--- config.mk ---
export PLATFORM = sky130hd
export DESIGN_NAME = pfb_front
export DESIGN_NICKNAME = d
export VERILOG_FILES = /design/src/hdl/pfb_pkg.sv /design/src/hdl/pfb_front.sv
export SDC_FILE = /design/constraint.sdc
export NUM_CORES = 1
export LEC_CHECK = 0
export ABC_AREA = 1
export BUFFER_PORTS_ARGS = -buffer_cell sky130_fd_sc_hd__buf_2
export CAP_MARGIN = 20
export CORE_AREA = 2 2 131 133
export DETAILED_ROUTE_END_ITERATION = 8
export DIE_AREA = 0 0 133 135
export GPL_ROUTABILITY_DRIVEN = 0
export GPL_TIMING_DRIVEN = 1
export PLACE_DENSITY_LB_ADDON = 0.12
export REMOVE_ABC_BUFFERS = 1
export SLEW_MARGIN = 0
export SYNTH_ARGS = -nofsm -noshare
export SYNTH_HDL_FRONTEND = slang
export SYNTH_SLANG_ARGS = --single-unit
--- constraint.sdc ---
create_clock -name clk -period 6.4 [get_ports clk]
set_input_delay 0.32 -clock clk [delete_from_list [all_inputs] [get_ports clk]]
set_output_delay 0.32 -clock clk [all_outputs]
set_load 0.02 [all_outputs]
--- src/hdl/pfb_pkg.sv ---
`default_nettype none
package pfb_pkg;

  localparam int SAMPLE_W  = 16;
  localparam int COEFF_W   = 16;
  localparam int IDX_W     = 12;
  localparam int MAX_CH    = 4;
  localparam int NUM_BANKS = 4;
  localparam int BANK_W    = 2;
  localparam int POS_W_MAX = 16;
  localparam int PROD_W    = SAMPLE_W + COEFF_W;

  localparam int FRAME_LEN_DEF       = 1024;
  localparam int TAP_COUNT_DEF       = 4;
  localparam int CHANNEL_COUNT_DEF   = 4;
  localparam int COEFF_FRAC_BITS_DEF = 15;
  localparam int QUEUE_DEPTH         = 4;

  localparam logic MODE_COEFF  = 1'b0;
  localparam logic MODE_SAMPLE = 1'b1;

  // one classified item between front and back
  typedef struct packed {
    logic                               mode;
    logic                               wr_ok;
    logic [BANK_W-1:0]                  tap;
    logic [COEFF_W-1:0]                 coeff;
    logic [POS_W_MAX-1:0]               pos;
    logic [BANK_W-1:0]                  bank;
    logic [BANK_W-1:0]                  fdone;
    logic                               last;
    logic [MAX_CH-1:0][SAMPLE_W-1:0]    smp_i;
    logic [MAX_CH-1:0][SAMPLE_W-1:0]    smp_q;
  } pfb_item_t;

endpackage
`default_nettype wire

--- src/hdl/pfb_front.sv ---
`default_nettype none
module pfb_front import pfb_pkg::*; #(
  parameter int FRAME_LEN = FRAME_LEN_DEF,
  parameter int TAP_COUNT = TAP_COUNT_DEF
) (
  input  wire logic                            clk,
  input  wire logic                            rst_n,
  input  wire logic                            in_valid,
  output logic                                 in_stall,
  input  wire logic                            in_mode,
  input  wire logic [IDX_W-1:0]                in_coeff_index,
  input  wire logic [COEFF_W-1:0]              in_coeff_value,
  input  wire logic [MAX_CH-1:0][SAMPLE_W-1:0] in_smp_i,
  input  wire logic [MAX_CH-1:0][SAMPLE_W-1:0] in_smp_q,
  input  wire logic                            q_full,
  output logic                                 push,
  output pfb_item_t                            item
);

  localparam int PW = $clog2(FRAME_LEN);

  logic [PW-1:0]     pos_r;
  logic [BANK_W-1:0] bank_r;
  logic [BANK_W-1:0] fd_r;
  logic              fv_r;
  pfb_item_t         item_r;
  pfb_item_t         item_nxt;
  logic              accept;
  logic              last;
  logic [BANK_W-1:0] tap_sel;
  logic [31:0]       base;
  logic [31:0]       idx_ext;

  assign in_stall = fv_r && q_full;
  assign accept   = in_valid && !in_stall;
  assign push     = fv_r && !q_full;
  assign item     = item_r;
  assign last     = (pos_r == PW'(FRAME_LEN - 1));
  assign idx_ext  = 32'(in_coeff_index);

  // split coefficient address into tap and position
  always_comb begin
    tap_sel = '0;
    base    = '0;
    for (int t = 1; t < TAP_COUNT; t++) begin
      if (idx_ext >= 32'(t * FRAME_LEN)) begin
        tap_sel = BANK_W'(t);
        base    = 32'(t * FRAME_LEN);
      end
    end
  end

  always_comb begin
    item_nxt       = '0;
    item_nxt.mode  = in_mode;
    item_nxt.smp_i = in_smp_i;
    item_nxt.smp_q = in_smp_q;
    item_nxt.bank  = bank_r;
    item_nxt.fdone = fd_r;
    if (in_mode == MODE_COEFF) begin
      item_nxt.wr_ok = idx_ext < 32'(TAP_COUNT * FRAME_LEN);
      item_nxt.tap   = tap_sel;
      item_nxt.coeff = in_coeff_value;
      item_nxt.pos   = POS_W_MAX'(idx_ext - base);
    end else begin
      item_nxt.pos  = POS_W_MAX'(pos_r);
      item_nxt.last = last;
    end
  end

  always_ff @(posedge clk) begin
    if (!rst_n) begin
      fv_r   <= 1'b0;
      pos_r  <= '0;
      bank_r <= '0;
      fd_r   <= '0;
    end else begin
      if (accept) begin
        fv_r <= 1'b1;
      end else if (push) begin
        fv_r <= 1'b0;
      end
      if (accept && in_mode == MODE_SAMPLE) begin
        if (last) begin
          pos_r  <= '0;
          bank_r <= bank_r + 1'b1;
          if (fd_r != '1) begin
            fd_r <= fd_r + 1'b1;
          end
        end else begin
          pos_r <= pos_r + 1'b1;
        end
      end
    end
  end

  always_ff @(posedge clk) begin
    if (accept) begin
      item_r <= item_nxt;
    end
  end

  a_pos_wrap: assert property (@(posedge clk) disable iff (!rst_n)
    accept && in_mode == MODE_SAMPLE && last |=> pos_r == '0)
    else $error("frame position did not wrap");

endmodule
`default_nettype wire

==> impl_metrics.tcl, run 1 <==
set metrics [dict create \
    fmax_mhz 419 \
    ir_drop_mv 0.171 \
    hold_viol_final 0 \
    routed_wl_um 16200 \
    synth.avg_cell_area_sq_um 17.3 \
    critPathLaunchType "flop" \
    cts_post_setup_buffers_inserted 0 \
    die_w_um 133 \
    grt_pass1_vias 4052 \
    setup-tns-final_ns 0 \
    cts.clk_slew.worst_paths_ns 0.07 \
    yosys_warnings 0 \
    setup_viol_count_final 0 \
    synth-seq-cells 181 \
    p_sw_frac 0.223 \
    seqCellArea_sq_um 5290 \
    grt_pass1_wl_um 23200 \
    clock-sinks 181 \
    fp.dieH_um 135 \
    top_level_ports 332 \
    antenna_cells 0 \
    ant_nets 0 \
    worst_slew_pin_slew_ns 0.901 \
    drtIter0Drc 191 \
    ys_seq_area_frac 0.867 \
    grt_overflow_total 0 \
    post_drt_wl_per_cell_um 17.4 \
    p_sw_w 0.000628 \
    grt_max_degree 74 \
    synth.cell_area_sq_um 6100 \
    rows 47 \
    ys_types 22 \
    cts_resized 0 \
    multiInputGateArea_sq_um 619 \
    insertion_delay_ns 0.42 \
    numCtsBuffers 17 \
    cts_hold_buf 0 \
    slew_headroom 0.399 \
    netlist_instances 352 \
    die-area_sq_um 18000 \
    path_max_fanout 73 \
    drc_errors 0 \
    start_util 0.372 \
    worstPathRequired_ns 6.44 \
    grtUsageTotal 0.178 \
    hold_class "input pin to flop" \
    core_area_sq_um 16400 \
    area_growth_pct 42.4 \
    fin_crit_sh 0.373 \
    worstPathArrival_ns 2.43 \
    layout-drive-gt1-share 0.534 \
    nets 861 \
    fin_ws_ns 4.01 \
    crit_path_end_kind "flop" \
    clock-skew-final_ns 0.00828 \
    status "finished clean" \
    rsz0062_at_grt "false" \
    power_leakage_nw 3.80 \
    portBuffers 331 \
    final.fill_count 1441 \
    htreeDepth 4 \
    cap_viol_max_count 0 \
    pwr-share-clk 0.419 \
    antenna_found_initial 5 \
    cts_tree "built" \
    crit_type "flop to flop" \
    detailedPlacementHpwl_um 12500 \
    p_int_w 0.00219 \
    routed_via_density 4.39 \
    p_per_area_nw_per_um2 325 \
    combPwrFrac 0.090 \
    period_minus_slack_ns 2.39 \
    cts-root-buf "clkbuf_16" \
    clock_tree.buffer_depth 2 \
    num_vias 4072 \
    p_seq_frac 0.491 \
    drtPass1Iterations 4 \
    report.final.slew_viol_count 0 \
    place_ws_ns 3.87 \
]
-- state kept, by name (all words and copies together), names as in the netlist --
| name | cells |
|---|---|
| fd_r | 2 |
| bank_r | 2 |
| pos_r | 10 |
| fv_r | 1 |
| item | 166 |
-- worst max-delay path: stages (launching register included) --
cell     delay (ns)
dfxtp_1        0.34
a21oi_4        0.13
buf_4          0.60
buf_4          0.83
-- cell families after synthesis --
| family | synth area share |
|---|---|
| compound gates | 0.0191 |
| xor+xnor | 0.00144 |
| fa+ha+maj | 0.00944 |
| buf+inv | 0.0326 |
| flops | 0.867 |
| simple gates | 0.0704 |
-- synth_stat cells --
master | n | area [sq um]
nand3_4 | 1 | 17.5
buf_4 | 4 | 30.0
inv_1 | 38 | 143
nand3_1 | 6 | 30.0
nor2_1 | 37 | 139
ha_1 | 3 | 37.5
fa_1 | 1 | 20.0
nand3_2 | 2 | 20.0
o21ai_0 | 11 | 55.1
dfxtp_1 | 15 | 300
clkbuf_1 | 5 | 18.8
xor2_1 | 1 | 8.76
nand4_1 | 1 | 6.26
nor3_1 | 2 | 10.0
a21oi_2 | 3 | 26.3
a21oi_1 | 7 | 35.0
nor2_2 | 1 | 6.26
nand2_1 | 41 | 154
nor2_4 | 3 | 33.8
nand2_2 | 2 | 12.5
inv_2 | 2 | 7.51
edfxtp_1 | 166 | 4980
-- per-layer routing --
layer | track usage | vias to the layer above | share of wire
met3 | 0.0668 | 40 | 0.081
met1 | 0.185 | 1930 | 0.36
met2 | 0.322 | 171 | 0.53
li1 | - | 1921 | -
met5 | 0 | - | 0.0040
met4 | 0.0783 | 10 | 0.025
-- cells in the final DEF (no fill, tap or decap), types with 4 or more instances in the layout --
master,Yosys,final
buf_2,0,331
edfxtp_1,166,166
nand2_1,41,41
inv_1,38,38
nor2_1,37,37
clkbuf_16,0,17
dfxtp_1,15,15
o21ai_0,11,11
a21oi_1,7,7
nand3_1,6,6
bufinv_16,0,6
inv_6,0,4
-- metrics by stage --
stage / cells / utilization / hold slack, ns / power [W] / area, sq um
3_3_place_gp: 897 / 0.488 / 0.444 / 0.00166 / 8010
4_1_cts: 928 / 0.529 / 0.0471 / 0.00285 / 8680
6_report: 928 / 0.529 / 0.0691 / 0.00282 / 8680
2_1_floorplan: 343 / - / 0.419 / 0.00154 / 6050
5_1_grt: 928 / 0.529 / 0.0458 / 0.00291 / 8680
3_5_place_dp: 897 / 0.488 / 0.450 / 0.00167 / 8010
-- power by group through the flow --
stage               combinational (W)  clock, W  sequential (W)
floorplan                   0.0000353         0         0.00151
global placement             0.000254         0         0.00141
detailed placement           0.000257         0         0.00141
finish                       0.000252   0.00118         0.00138
CTS                          0.000257   0.00121         0.00139
global route                 0.000269   0.00125         0.00139
-- layout make-up --
class                           count  area share
Clock inverter                     14      0.0284
Clock buffer                       17      0.0490
Timing Repair Buffer              334       0.193
Multi-Input combinational cell    122      0.0713
Tap cell                          220      0.0317
Inverter                           40      0.0173
Sequential cell                   181       0.609
-- path summary, 6_finish.rpt --
kind	slack, ns	end	startpoint	cells after the start
setup / recovery	4.01	item[165]$_SDFFCE_PP0P_	fv_r$_SDFFE_PN0P_	3
hold / removal	0.07	item[78]$_DFFE_PP_	in_smp_i[14]	1
setup reg to reg	4.01	item[165]$_SDFFCE_PP0P_	fv_r$_SDFFE_PN0P_	3
hold reg to reg	0.47	item[132]$_DFFE_PP_	bank_r[1]$_SDFFE_PN0P_	0
No activity file was read; power rests on OpenSTA's default activity.
==> run 2: changes to the inputs <==
==> constraint.sdc (replaced) <==
create_clock -name clk -period 2 [get_ports clk]
set_input_delay 0.1 -clock clk [delete_from_list [all_inputs] [get_ports clk]]
set_output_delay 0.1 -clock clk [all_outputs]
set_load 0.02 [all_outputs]
==> run 2 against run 1 <==
Effect of this change:
- combinational power grew to 4.3 times the previous value
- sequential share of layout area fell by 9.0 points
- critical path depth up 3
- sequential power grew to 3.2 times the previous value
- register-to-register slack worse by 3.5 ns
- critical endpoint is now item[44]$_DFFE_PP_
- largest cell class unchanged
- largest power group unchanged
- highest routed layer unchanged
==> impl_metrics.tcl, run 2 (synthesized netlist as in run 1, its figures left out) <==
set metrics [dict create \
    pwr-share-clk 0.358 \
    start_util 0.372 \
    routed_via_density 4.35 \
    largest_reg_flops 166 \
    post_drt_wl_per_cell_um 16.5 \
    nets 1022 \
    detailedPlacementHpwl_um 12400 \
    status "finished clean" \
    clock-skew-final_ns 0.00720 \
    slew_headroom 0.615 \
    p_seq_frac 0.515 \
    cap_viol_max_count 0 \
    ir_drop_mv 0.548 \
    dp_cells 902 \
    routed_wl_um 17900 \
    drtIter0Drc 249 \
    final_util 0.621 \
    fmax_mhz 684 \
    htreeDepth 4 \
    worstPathRequired_ns 2.11 \
    ant_nets 0 \
    grtUsageTotal 0.196 \
    path_max_fanout 38 \
    final_cell_mix "331 x buf_2, 166 x edfxtp_1, 156 x dlygate4sd3_1" \
    cts-root-buf "clkbuf_16" \
    numCtsBuffers 17 \
    top_level_ports 332 \
    area_growth_pct 67.0 \
    grt_pass1_vias 4880 \
    layoutNonFillerInstCount 1089 \
    crit_path_end_kind "flop" \
    setup_viol_count_final 0 \
    die_w_um 133 \
    portBuffers 331 \
    layout-drive-gt1-share 0.437 \
    clock-sinks 181 \
    critPathLaunchType "input pin" \
    drc_errors 0 \
    cpMaxStageDelayCell "dlygate4sd3_1" \
    fin_crit_sh 0.731 \
    grt_overflow_total 0 \
    period_minus_slack_ns 1.46 \
    worstPathArrival_ns 1.58 \
    worstPathCellList "dlygate4sd3_1 > buf_2 > inv_1 > a21oi_4 > buf_12 > buf_4" \
    p_sw_frac 0.237 \
    p_per_area_nw_per_um2 845 \
    drtPass1Iterations 4 \
    report.final.slew_viol_count 0 \
    insertion_delay_ns 0.42 \
    layout_commonest_cell "buf_2" \
    cts.clk_slew.worst_paths_ns 0.07 \
    report.power.total_w 0.00860 \
    crit_buf_inv 5 \
    hold_viol_final 0 \
    cts_resized 0 \
    worst_slew_pin_slew_ns 0.577 \
    core_area_sq_um 16400 \
    num_vias 4732 \
    post_dp_cell_area_sq_um 8080 \
    clock_tree.buffer_depth 2 \
    antenna_cells 0 \
    die-area_sq_um 18000 \
    rows 47 \
    grt_max_degree 50 \
    crit_type "input pin to flop" \
    final_cell_area_sq_um 10200 \
    critical_path.max_stage_delay_ns 0.52 \
    rsz0062_at_grt "false" \
    p_int_w 0.00656 \
    antenna_found_initial 2 \
    grt_pass1_wl_um 26200 \
    hold_class "input pin to flop" \
    p_sw_w 0.00204 \
    power_leakage_nw 4.42 \
    cts_tree "built" \
    crit_family "buffers and inverters" \
    combPwrFrac 0.126 \
    fp.dieH_um 135 \
]
-- run 2: layout make-up --
class                      instances  area (sq um)
tap                              220           275
clock inverter                    13           106
sequential                       181          5290
clock buffer                      18           429
multi-input combinational        122           619
fill                            1253          6230
inverter                          40           150
timing repair buffer             495          3320
-- run 2: path summary, 6_finish.rpt --
path / slack, ns / cells past startpoint / start / to
setup / recovery: 0.54 / 6 / in_valid / item[44]$_DFFE_PP_
hold / removal: 0.02 / 3 / in_coeff_index[8] / item[141]$_DFFE_PP_
setup reg to reg: 0.54 / 3 / fv_r$_SDFFE_PN0P_ / item[44]$_DFFE_PP_
hold reg to reg: 0.48 / 0 / bank_r[1]$_SDFFE_PN0P_ / item[132]$_DFFE_PP_
-- run 2: repair_timing --
item                      in CTS  in global routing
buffers inserted               0                  0
hold buffers                 156                  0
hold endpoints to repair     161                  0
-- run 2: routing by layer --
metal	part of all wire	global-route usage	vias to the layer above
met3	0.076	0.0653	38
li1	-	-	2243
met1	0.36	0.210	2227
met4	0.028	0.0962	4
met5	0.0017	0	-
met2	0.53	0.349	220
-- run 2: power groups by stage --
stage	Sequential (W)	Clock [W]	Combinational, W
2_1_floorplan	0.00482	0	0.000113
3_3_place_gp	0.00451	0	0.000829
3_5_place_dp	0.00451	0	0.000837
4_1_cts	0.00443	0.00316	0.00109
5_1_grt	0.00445	0.00329	0.00115
6_report	0.00443	0.00308	0.00109
-- run 2: through the flow --
step	setup slack, ns	hold slack (ns)	setup TNS [ns]
after floorplan	-4.31	0.199	-617.01
after global placement	0.601	0.278	0
after detailed placement	0.544	0.278	0
after CTS	0.533	0.00970	0
after global routing	0.461	0.0332	0
final	0.538	0.0171	0
-- run 2: worst register-to-register path, stage by stage (launching register included) --
cell     delay [ns]
dfxtp_1        0.34
a21oi_4        0.23
buf_12         0.27
buf_4          0.30
