==> config.mk <==
export PLATFORM = sky130hd
export DESIGN_NAME = pfb_queue
export DESIGN_NICKNAME = d
export VERILOG_FILES = /design/src/hdl/pfb_pkg.sv /design/src/hdl/pfb_queue.sv
export SDC_FILE = /design/constraint.sdc
export NUM_CORES = 1
export LEC_CHECK = 0
export BUFFER_PORTS_ARGS = -buffer_cell sky130_fd_sc_hd__buf_4
export CAP_MARGIN = 20
export CORE_ASPECT_RATIO = 0.8
export CORE_UTILIZATION = 57
export CTS_BUF_LIST = sky130_fd_sc_hd__clkbuf_16
export DETAILED_ROUTE_END_ITERATION = 8
export PLACE_DENSITY = 0.79
export SLEW_MARGIN = 10
export SYNTH_ARGS = -nofsm -noshare
export SYNTH_HDL_FRONTEND = slang
export SYNTH_SLANG_ARGS = --single-unit
==> constraint.sdc <==
create_clock -name clk -period 6.13 [get_ports clk]
set_clock_uncertainty 0.05 [all_clocks]
set_input_delay 1.226 -clock clk [delete_from_list [all_inputs] [get_ports clk]]
set_output_delay 1.226 -clock clk [all_outputs]
set_load 0.02 [all_outputs]
==> src/hdl/pfb_pkg.sv <==
`default_nettype none
package pfb_pkg;

  localparam int SAMPLE_W  = 16;
  localparam int COEFF_W   = 16;
  localparam int IDX_W     = 12;
  localparam int MAX_CH    = 4;
  localparam int NUM_BANKS = 4;
  localparam int BANK_W    = 2;
  localparam int POS_W_MAX = 16;
  localparam int PROD_W    = SAMPLE_W + COEFF_W;

  localparam int FRAME_LEN_DEF       = 1024;
  localparam int TAP_COUNT_DEF       = 4;
  localparam int CHANNEL_COUNT_DEF   = 4;
  localparam int COEFF_FRAC_BITS_DEF = 15;
  localparam int QUEUE_DEPTH         = 4;

  localparam logic MODE_COEFF  = 1'b0;
  localparam logic MODE_SAMPLE = 1'b1;

  // one classified item between front and back
  typedef struct packed {
    logic                               mode;
    logic                               wr_ok;
    logic [BANK_W-1:0]                  tap;
    logic [COEFF_W-1:0]                 coeff;
    logic [POS_W_MAX-1:0]               pos;
    logic [BANK_W-1:0]                  bank;
    logic [BANK_W-1:0]                  fdone;
    logic                               last;
    logic [MAX_CH-1:0][SAMPLE_W-1:0]    smp_i;
    logic [MAX_CH-1:0][SAMPLE_W-1:0]    smp_q;
  } pfb_item_t;

endpackage
`default_nettype wire

==> src/hdl/pfb_queue.sv <==
`default_nettype none
module pfb_queue import pfb_pkg::*; #(
  parameter int DEPTH = QUEUE_DEPTH
) (
  input  wire logic      clk,
  input  wire logic      rst_n,
  input  wire logic      push,
  input  wire pfb_item_t push_item,
  output logic           full,
  input  wire logic      pop,
  output logic           q_valid,
  output pfb_item_t      pop_item
);

  localparam int AW = $clog2(DEPTH);

  pfb_item_t     mem_r [DEPTH];
  logic [AW-1:0] wp_r;
  logic [AW-1:0] rp_r;
  logic [AW:0]   cnt_r;

  assign full     = (cnt_r == (AW + 1)'(DEPTH));
  assign q_valid  = (cnt_r != '0);
  assign pop_item = mem_r[rp_r];

  always_ff @(posedge clk) begin
    if (!rst_n) begin
      wp_r  <= '0;
      rp_r  <= '0;
      cnt_r <= '0;
    end else begin
      if (push) begin
        wp_r <= (wp_r == AW'(DEPTH - 1)) ? '0 : wp_r + 1'b1;
      end
      if (pop) begin
        rp_r <= (rp_r == AW'(DEPTH - 1)) ? '0 : rp_r + 1'b1;
      end
      if (push && !pop) begin
        cnt_r <= cnt_r + 1'b1;
      end else if (pop && !push) begin
        cnt_r <= cnt_r - 1'b1;
      end
    end
  end

  always_ff @(posedge clk) begin
    if (push) begin
      mem_r[wp_r] <= push_item;
    end
  end

  a_no_overflow: assert property (@(posedge clk) disable iff (!rst_n)
    push |-> !full)
    else $error("push into full queue");

  a_no_underflow: assert property (@(posedge clk) disable iff (!rst_n)
    pop |-> q_valid)
    else $error("pop from empty queue");

endmodule
`default_nettype wire

==> results of run 1 <==
registers in the layout, indices dropped and copies added, names as in the netlist, named ones only:
| register | count |
|---|---|
| cnt_r | 3 |
| rp_r | 2 |
| wp_r | 2 |
| mem_r | 676 |
cell families (layout without fill, tap and decap cells):
logic type      count (synthesis)  count (layout)
mux                           173             173
xor+xnor                        2               2
compound gates                  3               3
fa+ha+maj                       7               7
buf+inv                        42             474
simple gates                   15              15
flops                         685             685
cell type report:
type	instances	area share (%)
clock inverter	51	2.157
multi-input combinational	200	13.48
clock buffer	63	5.208
timing repair buffer	356	9.118
inverter	4	0.04960
tap	560	2.315
sequential	685	67.67
worst max-delay path by stage:
| stage | to | slack, ps | startpoint |
|---|---|---|---|
| after floorplan | mem_r[0][0] | 460 | push |
| after global placement | pop_item[149] | 2680 | register |
| after detailed placement | pop_item[149] | 2690 | register |
| after CTS | pop_item[38] | 2030 | register |
| after global routing | pop_item[149] | 1970 | register |
| final | pop_item[149] | 2110 | register |
stage by stage:
stage                     util [%]  power [mW]  hold WS (ps)  setup slack (ps)
after floorplan                  -       6.151         417.4             458.6
after global placement       65.14       6.587         433.8              2678
after detailed placement     65.14       6.622         457.3              2686
after CTS                    70.32       10.75         468.1              2032
after global routing         70.32       10.99         516.1              1965
final                        70.32       10.66         462.3              2112
layout by cell type, fill, tap and decap left out, types with 5 or more instances in the layout:
cell type | netlist | final
ha_1 | 6 | 6
clkinv_1 | 0 | 13
buf_12 | 0 | 7
buf_4 | 0 | 349
dfxtp_1 | 9 | 7
clkbuf_16 | 0 | 63
mux4_2 | 169 | 169
bufinv_16 | 0 | 16
nor2b_1 | 5 | 5
inv_1 | 4 | 9
clkinv_2 | 0 | 11
edfxtp_1 | 676 | 676
worst max-delay path, cell delays in order (launching register included):
cell and delay (ps):
dfxtp_4 720, buf_4 710, mux4_2 460, buf_4 180
power by group:
group,switching [mW],total (mW),leakage [nW],internal [mW]
clock network,1.61,4.14,1.11,2.53
logic,0.587,1.08,2.80,0.491
registers,0.0631,5.43,6.28,5.37
total,2.26,10.7,10.2,8.39
layer usage:
| layer | GRT usage [%] | part of all wire, % | vias to the layer above |
|---|---|---|---|
| met5 | 0 | 0.067 | - |
| met1 | 27.97 | 38 | 5732 |
| li1 | - | - | 4780 |
| met4 | 6.410 | 2.2 | 4 |
| met2 | 34.42 | 51 | 382 |
| met3 | 7.003 | 9.0 | 71 |
==> summary.md, run 1 <==
| Metric | Value |
|---|---|
| Yosys top cell area share | 81.74% |
| Reg-to-reg setup timing slack | 3670 ps |
| Netlist cell types | 21 |
| Adder-Cell Fraction of Synth Area | 0.3829% |
| Multi-input logic area | 0.004080 mm2 |
| IO Port Bufs | 343 |
| Post-synth EDFFs | 676 |
| Yosys reg bits | 685 |
| Syn avg cell area | 26.79 um2 |
| R2R depth | 4 |
| Count leader, synth | edfxtp_1 |
| Worst setup EP type | output port |
| Total Nets Final | 1,488 |
| Compound-cell area share of the yosys netlist | 0.08061% |
| Worst flop-to-flop path endpoint | mem_r[2][132] |
| Cell taking the most area after synthesis | edfxtp_1 |
| Via-to-Cell Ratio | 5.716 |
| Max Freq | 248.9 MHz |
| Critical path type | reg2out |
| Largest net degree at the start of global routing | 86 |
| DP HPWL | 27.80 mm |
| Largest cells by area after synthesis | edfxtp_1, mux4_2, dfxtp_1, buf_6, buf_2 |
| Fin crit share | 65.55% |
| Setup Buffers After CTS | 0 |
| CP max FO | 54 |
| Clk root buf | clkbuf_16 |
| Hold endpoint | cnt_r[2] |
| RSZ-0062 raised after global routing | no |
| Seq/Total Area, Yosys | 82.46% |
| Placed Area | 0.02804 mm2 |
| Initial antenna violation count | 2 |
| Ant. Diodes | 0 |
| Cts hold-fix bufs | 0 |
| Slew Viols, Final | 0 |
| Synth cell count leaders | edfxtp_1, mux4_2, buf_2, buf_6, dfxtp_1 |
| Synthesis-to-finish area growth | 21.90% |
| Drt drc | 0 |
| Crit path time final | 4018 ps |
| Post-CTS sizing | 0 |
| Xor/xnor share of the synthesized area | 0.07053% |
| Detailed-route via count | 10,969 |
| Die outline height | 188.7 um |
| # placed instances | 1,805 |
| TritonCTS clock tree | yes |
| Share of layout cells above drive strength 1 | 46.14% |
| Final setup fails | 0 |
| VDD IR max | 0.0002699 V |
| CP Launch Type | register |
| HP Start | cnt_r[2] |
| WP data required | 4850 ps |
| IO Count | 344 |
| Rows | 68 |
| DR WL/cell | 24.25 um |
| Starting Density | 57.69% |
| Overall Global Routing Usage | 21.31% |
| Post-synthesis cell area | 0.02484 mm2 |
| Static Leakage | 10.19 nW |
| Syn. warnings | 0 |
| H-tree lvl count | 2 |
| Worst-Margin Slew | 926.9 ps |
| Mux contribution to synthesized area | 15.49% |
| Fillers | 2,467 |
| Antenna viol nets, final | 0 |
| Cell area after layout | 0.03027 mm2 |
| First-pass GRT wire length | 70.33 mm |
| Mapped Cells | 927 |
| Final Hold Viols | 0 |
| Synth Flop Type | edfxtp_1 |
| Vias in the first global route | 11,848 |
| Total Wirelength | 46.54 mm |
| Syn Nets | 1,107 |
| Die area | 0.04441 mm2 |
| Power density cells | 352.0 mW/mm2 |
| Final GP Congestion | 0.7380 |
| Ys async rst share | 0% |
| Pre-antenna DRT Iters | 4 |
| Final std cells w/o fill | 1,919 |
| Reg clk slew, reported paths | 60 ps |
| Main combinational cell family by area after synthesis | multiplexers |
| DR iter-0 viols | 666 |
| Reg area | 0.02049 mm2 |
| Maxcap violations | 0 |
| CTS Buf Count | 61 |
| Final setup TNS | 0 ps |
| CP arrival | 2740 ps |
| GRT overflow | 0 |
| Clk sink count | 685 |
| Worst hold-check path type | reg2reg |
| Slew HR | 38.20% |
| Status | finished, final reports clean |
| Chip width | 235.4 um |
| Core area | 0.04305 mm2 |
| Post-Synth Simple-Gate Area | 0.3678% |
| RR Startpoint | wp_r[0] |
| Clk buf depth | 3 |
| Worst-skew pair later-pin latency | 600 ps |
| Worst Hold Path Cells | 2 |
No activity file was read; power rests on OpenSTA's default activity.
==> inputs of run 2 (changes only) <==
- CORE_UTILIZATION: 57 -> 51
- PLACE_DENSITY: 0.79 -> 0.75
- clock period: 6.13 -> 3.6 ns (I/O delays scaled with it)
==> run 2 against run 1 <==
Net effect:
- total power rose by 59%
- non-clock buffer count rose by 28
- clock-buffer cell count is 2 lower
- design area decreased by 0.13%
- wire length grew 1.4%
- global-route usage down 2.4 points
- combinational power up 76%
- flip-flop and latch count unchanged
- via count increased by 1.1%
- sequential power is 70% higher
- first-iteration DRC count grew 6.3%
- register-to-register slack got worse by 2100 ps
- largest power group unchanged
==> summary.md, run 2 (synthesis results as in run 1) <==
| Metric | Value |
|---|---|
| Pre-antenna DRT Iters | 5 (was 4) |
| Critical path type | reg2out (unchanged) |
| Worst setup EP type | output port (unchanged) |
| Power density cells | 561.2 mW/mm2 (was 352.0 mW/mm2) |
| Chip width | 248.7 um (was 235.4 um) |
| Synthesis-to-finish area growth | 21.73% (was 21.90%) |
| DR WL met2 | 23.26 mm (was 23.60 mm) |
| Static Leakage | 10.21 nW (was 10.19 nW) |
| DP HPWL | 30.01 mm (was 27.80 mm) |
| Clk sink count | 685 (unchanged) |
| Crit path time final | 3182 ps |
| Cts hold-fix bufs | 0 (unchanged) |
| Seq pwr share | 54.5% (was 51.0%) |
| Slew HR | 49.99% (was 38.20%) |
| Detailed-route via count | 11,086 (was 10,969) |
| CP arrival | 2410 ps (was 2740 ps) |
| Starting Density | 52.25% (was 57.69%) |
| Worst-skew pair later-pin latency | 590 ps (was 600 ps) |
| CP max FO | 27 (was 54) |
| Status | finished, final reports clean (unchanged) |
| Fin crit share | 88.39% |
| Largest register by flop count | mem_r (unchanged) |
| IO Port Bufs | 343 (unchanged) |
| Commonest cells after routing, fill and taps aside | edfxtp_1, buf_4, mux4_2, clkbuf_16, inv_1 (was edfxtp_1, buf_4, mux4_2, clkbuf_16, bufinv_16) |
| Via-to-Cell Ratio | 5.543 (was 5.716) |
| Initial antenna violation count | 2 (unchanged) |
| GRT overflow | 0 (unchanged) |
| Total Nets Final | 1,515 (was 1,488) |
| Die area | 0.04959 mm2 (was 0.04441 mm2) |
| Worst hold-check path type | in2reg (was reg2reg) |
| H-tree lvl count | 2 (unchanged) |
| Vias in the first global route | 11,509 (was 11,848) |
| Largest net degree at the start of global routing | 61 (was 86) |
| IO Count | 344 (unchanged) |
| Die outline height | 199.4 um (was 188.7 um) |
| First-pass GRT wire length | 69.88 mm (was 70.33 mm) |
| Core area | 0.04753 mm2 (was 0.04305 mm2) |
| Worst-Margin Slew | 750.1 ps (was 926.9 ps) |
| Antenna viol nets, final | 0 (unchanged) |
| TritonCTS clock tree | yes (unchanged) |
| DR WL met3 | 3.999 mm (was 4.193 mm) |
| Fillers | 3,052 (was 2,467) |
| Switching pwr | 3.758 mW (was 2.262 mW) |
| DR iter-0 viols | 708 (was 666) |
| Clk root buf | clkbuf_16 (unchanged) |
| Final setup fails | 0 (unchanged) |
| Final setup TNS | 0 ps (unchanged) |
| Switching share of total power | 22.15% (was 21.23%) |
| Final Hold Viols | 0 (unchanged) |
| Reg clk slew, reported paths | 60 ps (about the same) |
| VDD IR max | 0.0004698 V (was 0.0002699 V) |
| Slew Viols, Final | 0 (unchanged) |
| Power share of the clock group | 34.4% (was 38.9%) |
| CTS Buf Count | 60 (was 61) |
| Hold Slack | 268.5 ps (was 462.3 ps) |
| Max reg flops | 676 (unchanged) |
| Share of layout cells above drive strength 1 | 46.19% (was 46.14%) |
| CP Launch Type | register (unchanged) |
| Int Pwr | 13.21 mW (was 8.394 mW) |
| Power consumption | 16.97 mW (was 10.66 mW) |
| DR WL/cell | 23.61 um (was 24.25 um) |
| Rows | 71 (was 68) |
| Final GP Congestion | 0.7934 (was 0.7380) |
| Maxcap violations | 0 (unchanged) |
| Largest regs | mem_r x676, cnt_r x3 (unchanged) |
| Clk buf depth | 3 (unchanged) |
| Overall Global Routing Usage | 18.95% (was 21.31%) |
| Most common cell after layout, fill and taps aside | edfxtp_1 (unchanged) |
| Post-CTS sizing | 0 (unchanged) |
| Total Wirelength | 47.21 mm (was 46.54 mm) |
| M1 wire length | 19.10 mm (was 17.69 mm) |
| Logic pwr share | 11.2% (was 10.1%) |
| RSZ-0062 raised after global routing | no (unchanged) |
| WP data required | 2830 ps (was 4850 ps) |
| Max Freq | 314.3 MHz |
| Top Layer Used | met5 (unchanged) |
| Setup Buffers After CTS | 0 (unchanged) |
| Drt drc | 0 (unchanged) |
## run 2: cell types whose count changed in the layout (fill, tap and decap cells not counted), sizes merged
cell / before / now
inv: 10 / 22
clkbuf: 63 / 61
bufinv: 16 / 2
buf: 356 / 384
clkinv: 27 / 24
clkinvlp: 2 / 1
diode: 0 / 1
## run 2: metrics by stage
| stage | worst slack, ps | area, um2 | cells | utilization (%) |
|---|---|---|---|---|
| finish | 418.1 | 30230 | 2000 | 63.61 |
| global route | 267.9 | 30230 | 1999 | 63.61 |
| CTS | 345.7 | 30230 | 1999 | 63.61 |
| detailed placement | 1017 | 28450 | 1893 | 59.87 |
| global placement | 1028 | 28450 | 1893 | 59.87 |
| floorplan | 315.4 | 24840 | 927 | - |
## run 2: path summary, 6_finish.rpt
check	startpoint	to	slack, ps	cells after the start
setup reg to reg	wp_r[0]	mem_r[0][136]	1600	4
hold reg to reg	cnt_r[2]	cnt_r[2]	470	2
hold / removal	push_item[156]	mem_r[1][156]	270	1
setup / recovery	register	pop_item[93]	420	4
## run 2: final cells by class
type	instances	area (um2)	share of cell area, %
Sequential cell	685	20490	67.76
Multi-Input combinational cell	200	4080	13.50
Timing Repair Buffer	384	3095	10.24
Clock buffer	61	1526	5.049
Tap cell	620	775.7	2.566
Clock inverter	45	250.2	0.8277
Inverter	4	15.01	0.04966
Antenna cell	1	2.502	0.008277
## run 2: power by group through the flow
stage / clock network, mW / logic [mW] / registers [mW]
after CTS: 5.97 / 1.93 / 9.24
after global placement: 0 / 1.89 / 9.39
after detailed placement: 0 / 1.93 / 9.41
final: 5.83 / 1.90 / 9.24
after global routing: 6.23 / 2.01 / 9.26
after floorplan: 0 / 1.05 / 9.39
## run 2: metal layers
layer  vias to the layer above  GRT usage, %
li1                       4839             -
met1                      5839         25.72
met2                       337         29.98
met3                        67         6.083
met4                         4         5.038
met5                         -             0
## run 2: worst max-delay path, cell delays in order, from the launching register on
cell and delay [ps]:
dfxtp_4 510, buf_12 270, buf_4 240, mux4_2 560, buf_4 180
==> inputs of run 3 (changes only) <==
- CORE_ASPECT_RATIO: 0.8 -> default
==> run 3 against run 2 <==
Net effect:
- critical path type unchanged
- global-route usage rose by 0.61 points
- largest cell class unchanged
- clock-buffer cell count rose by 12
- non-clock buffer count fell by 9
==> summary.md, run 3 (synthesis results as in run 1) <==
| Metric | Value |
|---|---|
| Total Nets Final | 1,515 (unchanged) |
| Crit path time final | 3261 ps (was 3182 ps) |
| DR WL/cell | 23.61 um (about the same) |
| Fin crit share | 90.58% (was 88.39%) |
| CP Launch Type | register (unchanged) |
| CP arrival | 2490 ps (was 2410 ps) |
| Most common cell after layout, fill and taps aside | edfxtp_1 (unchanged) |
| Final std cells w/o fill | 1,995 (was 2,000) |
| # placed instances | 1,879 (was 1,893) |
| Clk sink count | 685 (unchanged) |
| Pre-antenna DRT Iters | 4 (was 5) |
| Power consumption | 17.73 mW (was 16.97 mW) |
| Layout Utilization | 63.71% (was 63.61%) |
| Placed Area | 0.02839 mm2 (was 0.02845 mm2) |
| DR iter-0 viols | 727 (was 708) |
| Chip width | 222.7 um (was 248.7 um) |
| Crit path max-delay cell type | dfxtp_4 (was mux4_2) |
| Die outline height | 222.7 um (was 199.4 um) |
| GRT overflow | 0 (unchanged) |
| First-pass GRT wire length | 71.80 mm (was 69.88 mm) |
| Setup Buffers After CTS | 0 (unchanged) |
| CTS Buf Count | 69 (was 60) |
| Core area | 0.04785 mm2 (was 0.04753 mm2) |
| Commonest cells after routing, fill and taps aside | edfxtp_1, buf_4, mux4_2, clkbuf_16, buf_12 (was edfxtp_1, buf_4, mux4_2, clkbuf_16, inv_1) |
| Max reg flops | 676 (unchanged) |
| Detailed-route via count | 11,045 (was 11,086) |
| Reg clk slew, reported paths | 60 ps (about the same) |
| Slew Viols, Final | 0 (unchanged) |
| Share of layout cells above drive strength 1 | 46.27% (was 46.19%) |
| Worst-Margin Slew | 812.5 ps (was 750.1 ps) |
| Worst hold-check path type | in2reg (unchanged) |
| Cell area after layout | 0.03048 mm2 (was 0.03023 mm2) |
| Grt met3 use | 6.665% (was 6.083%) |
| Static Leakage | 10.28 nW (was 10.21 nW) |
| Cell Chain, Critical Path | buf_12 > mux4_2 > buf_4 (was buf_12 > buf_4 > mux4_2 > buf_4) |
| WP data required | 2830 ps (about the same) |
| Final setup fails | 0 (unchanged) |
| Via-to-Cell Ratio | 5.536 (was 5.543) |
| Clk buf depth | 3 (unchanged) |
| H-tree lvl count | 3 (was 2) |
| GR Layer Usage met1 | 25.83% (was 25.72%) |
| Reg-to-reg setup timing slack | 1520 ps (was 1600 ps) |
| Worst setup EP type | output port (unchanged) |
| TritonCTS clock tree | yes (unchanged) |
| IO Port Bufs | 343 (unchanged) |
| Largest net degree at the start of global routing | 79 (was 61) |
| Rows | 80 (was 71) |
| Final Hold Viols | 0 (unchanged) |
| Initial antenna violation count | 0 (was 2) |
| Synthesis-to-finish area growth | 22.75% (was 21.73%) |
| Drt drc | 0 (unchanged) |
| Starting Density | 51.91% (was 52.25%) |
| Clk root buf | clkbuf_16 (unchanged) |
| Vias in the first global route | 11,936 (was 11,509) |
| Antenna viol nets, final | 0 (unchanged) |
| Power density cells | 581.5 mW/mm2 (was 561.2 mW/mm2) |
| Overall Global Routing Usage | 19.56% (was 18.95%) |
| IO Count | 344 (unchanged) |
| Global-route track usage on met2 | 30.73% (was 29.98%) |
| Hold Slack | 279.6 ps (was 268.5 ps) |
| Final setup TNS | 0 ps (unchanged) |
| Final setup margin | 339.0 ps (was 418.1 ps) |
| Largest register by flop count | mem_r (unchanged) |
| Worst-skew pair later-pin latency | 580 ps (was 590 ps) |
| Die area | 0.04958 mm2 (was 0.04959 mm2) |
| CP max FO | 35 (was 27) |
| Total Wirelength | 47.10 mm (was 47.21 mm) |
| Maxcap violations | 0 (unchanged) |
| DP HPWL | 28.73 mm (was 30.01 mm) |
| Slew HR | 45.83% (was 49.99%) |
| Top Usage Layer GRT | met2 (unchanged) |
| Crit-path max cell delay | 750 ps (was 560 ps) |
| Critical path type | reg2out (unchanged) |
| Worst slack, placed | 865.4 ps (was 1017 ps) |
| Final GP Congestion | 0.7341 (was 0.7934) |
| Cts hold-fix bufs | 0 (unchanged) |
| RSZ-0062 raised after global routing | no (unchanged) |
| VDD IR max | 0.0004734 V (was 0.0004698 V) |
| Post-CTS sizing | 0 (unchanged) |
| Max Freq | 306.7 MHz (was 314.3 MHz) |
| Status | finished, final reports clean (unchanged) |
| Largest regs | mem_r x676, cnt_r x3 (unchanged) |
-- run 3: final timing paths --
kind / start / end / cells after the start
worst min-delay path: push_item[108] / mem_r[3][108] / 1
worst min register to register: cnt_r[2] / cnt_r[2] / 2
worst max-delay path: register / pop_item[69] / 3
worst max register to register: wp_r[0] / mem_r[3][58] / 3
-- run 3: worst max-delay path: cells and delay by family (launching register included) --
kind | cells | cell delay, ps
flops | 1 | 750
mux | 1 | 600
buf+inv | 2 | 540
-- run 3: per-layer routing --
layer | part of all wire (%) | vias up
li1 | - | 4836
met1 | 40 | 5764
met2 | 49 | 362
met3 | 8.6 | 83
met4 | 2.5 | 0
met5 | 0 | -
-- run 3: layout make-up --
| type | count | area, um2 |
|---|---|---|
| inverter | 4 | 15.01 |
| timing repair buffer | 375 | 3040 |
| sequential | 685 | 20490 |
| tap | 615 | 769.5 |
| clock inverter | 42 | 262.8 |
| fill | 3169 | 17360 |
| clock buffer | 73 | 1827 |
| antenna | 1 | 2.502 |
| multi-input combinational | 200 | 4080 |
-- run 3: where the power goes --
| part | total, mW | switching (mW) | internal (mW) |
|---|---|---|---|
| logic | 1.89 | 1.02 | 0.867 |
| registers | 9.24 | 0.0914 | 9.14 |
| clock network | 6.60 | 2.76 | 3.85 |
| total | 17.7 | 3.87 | 13.9 |
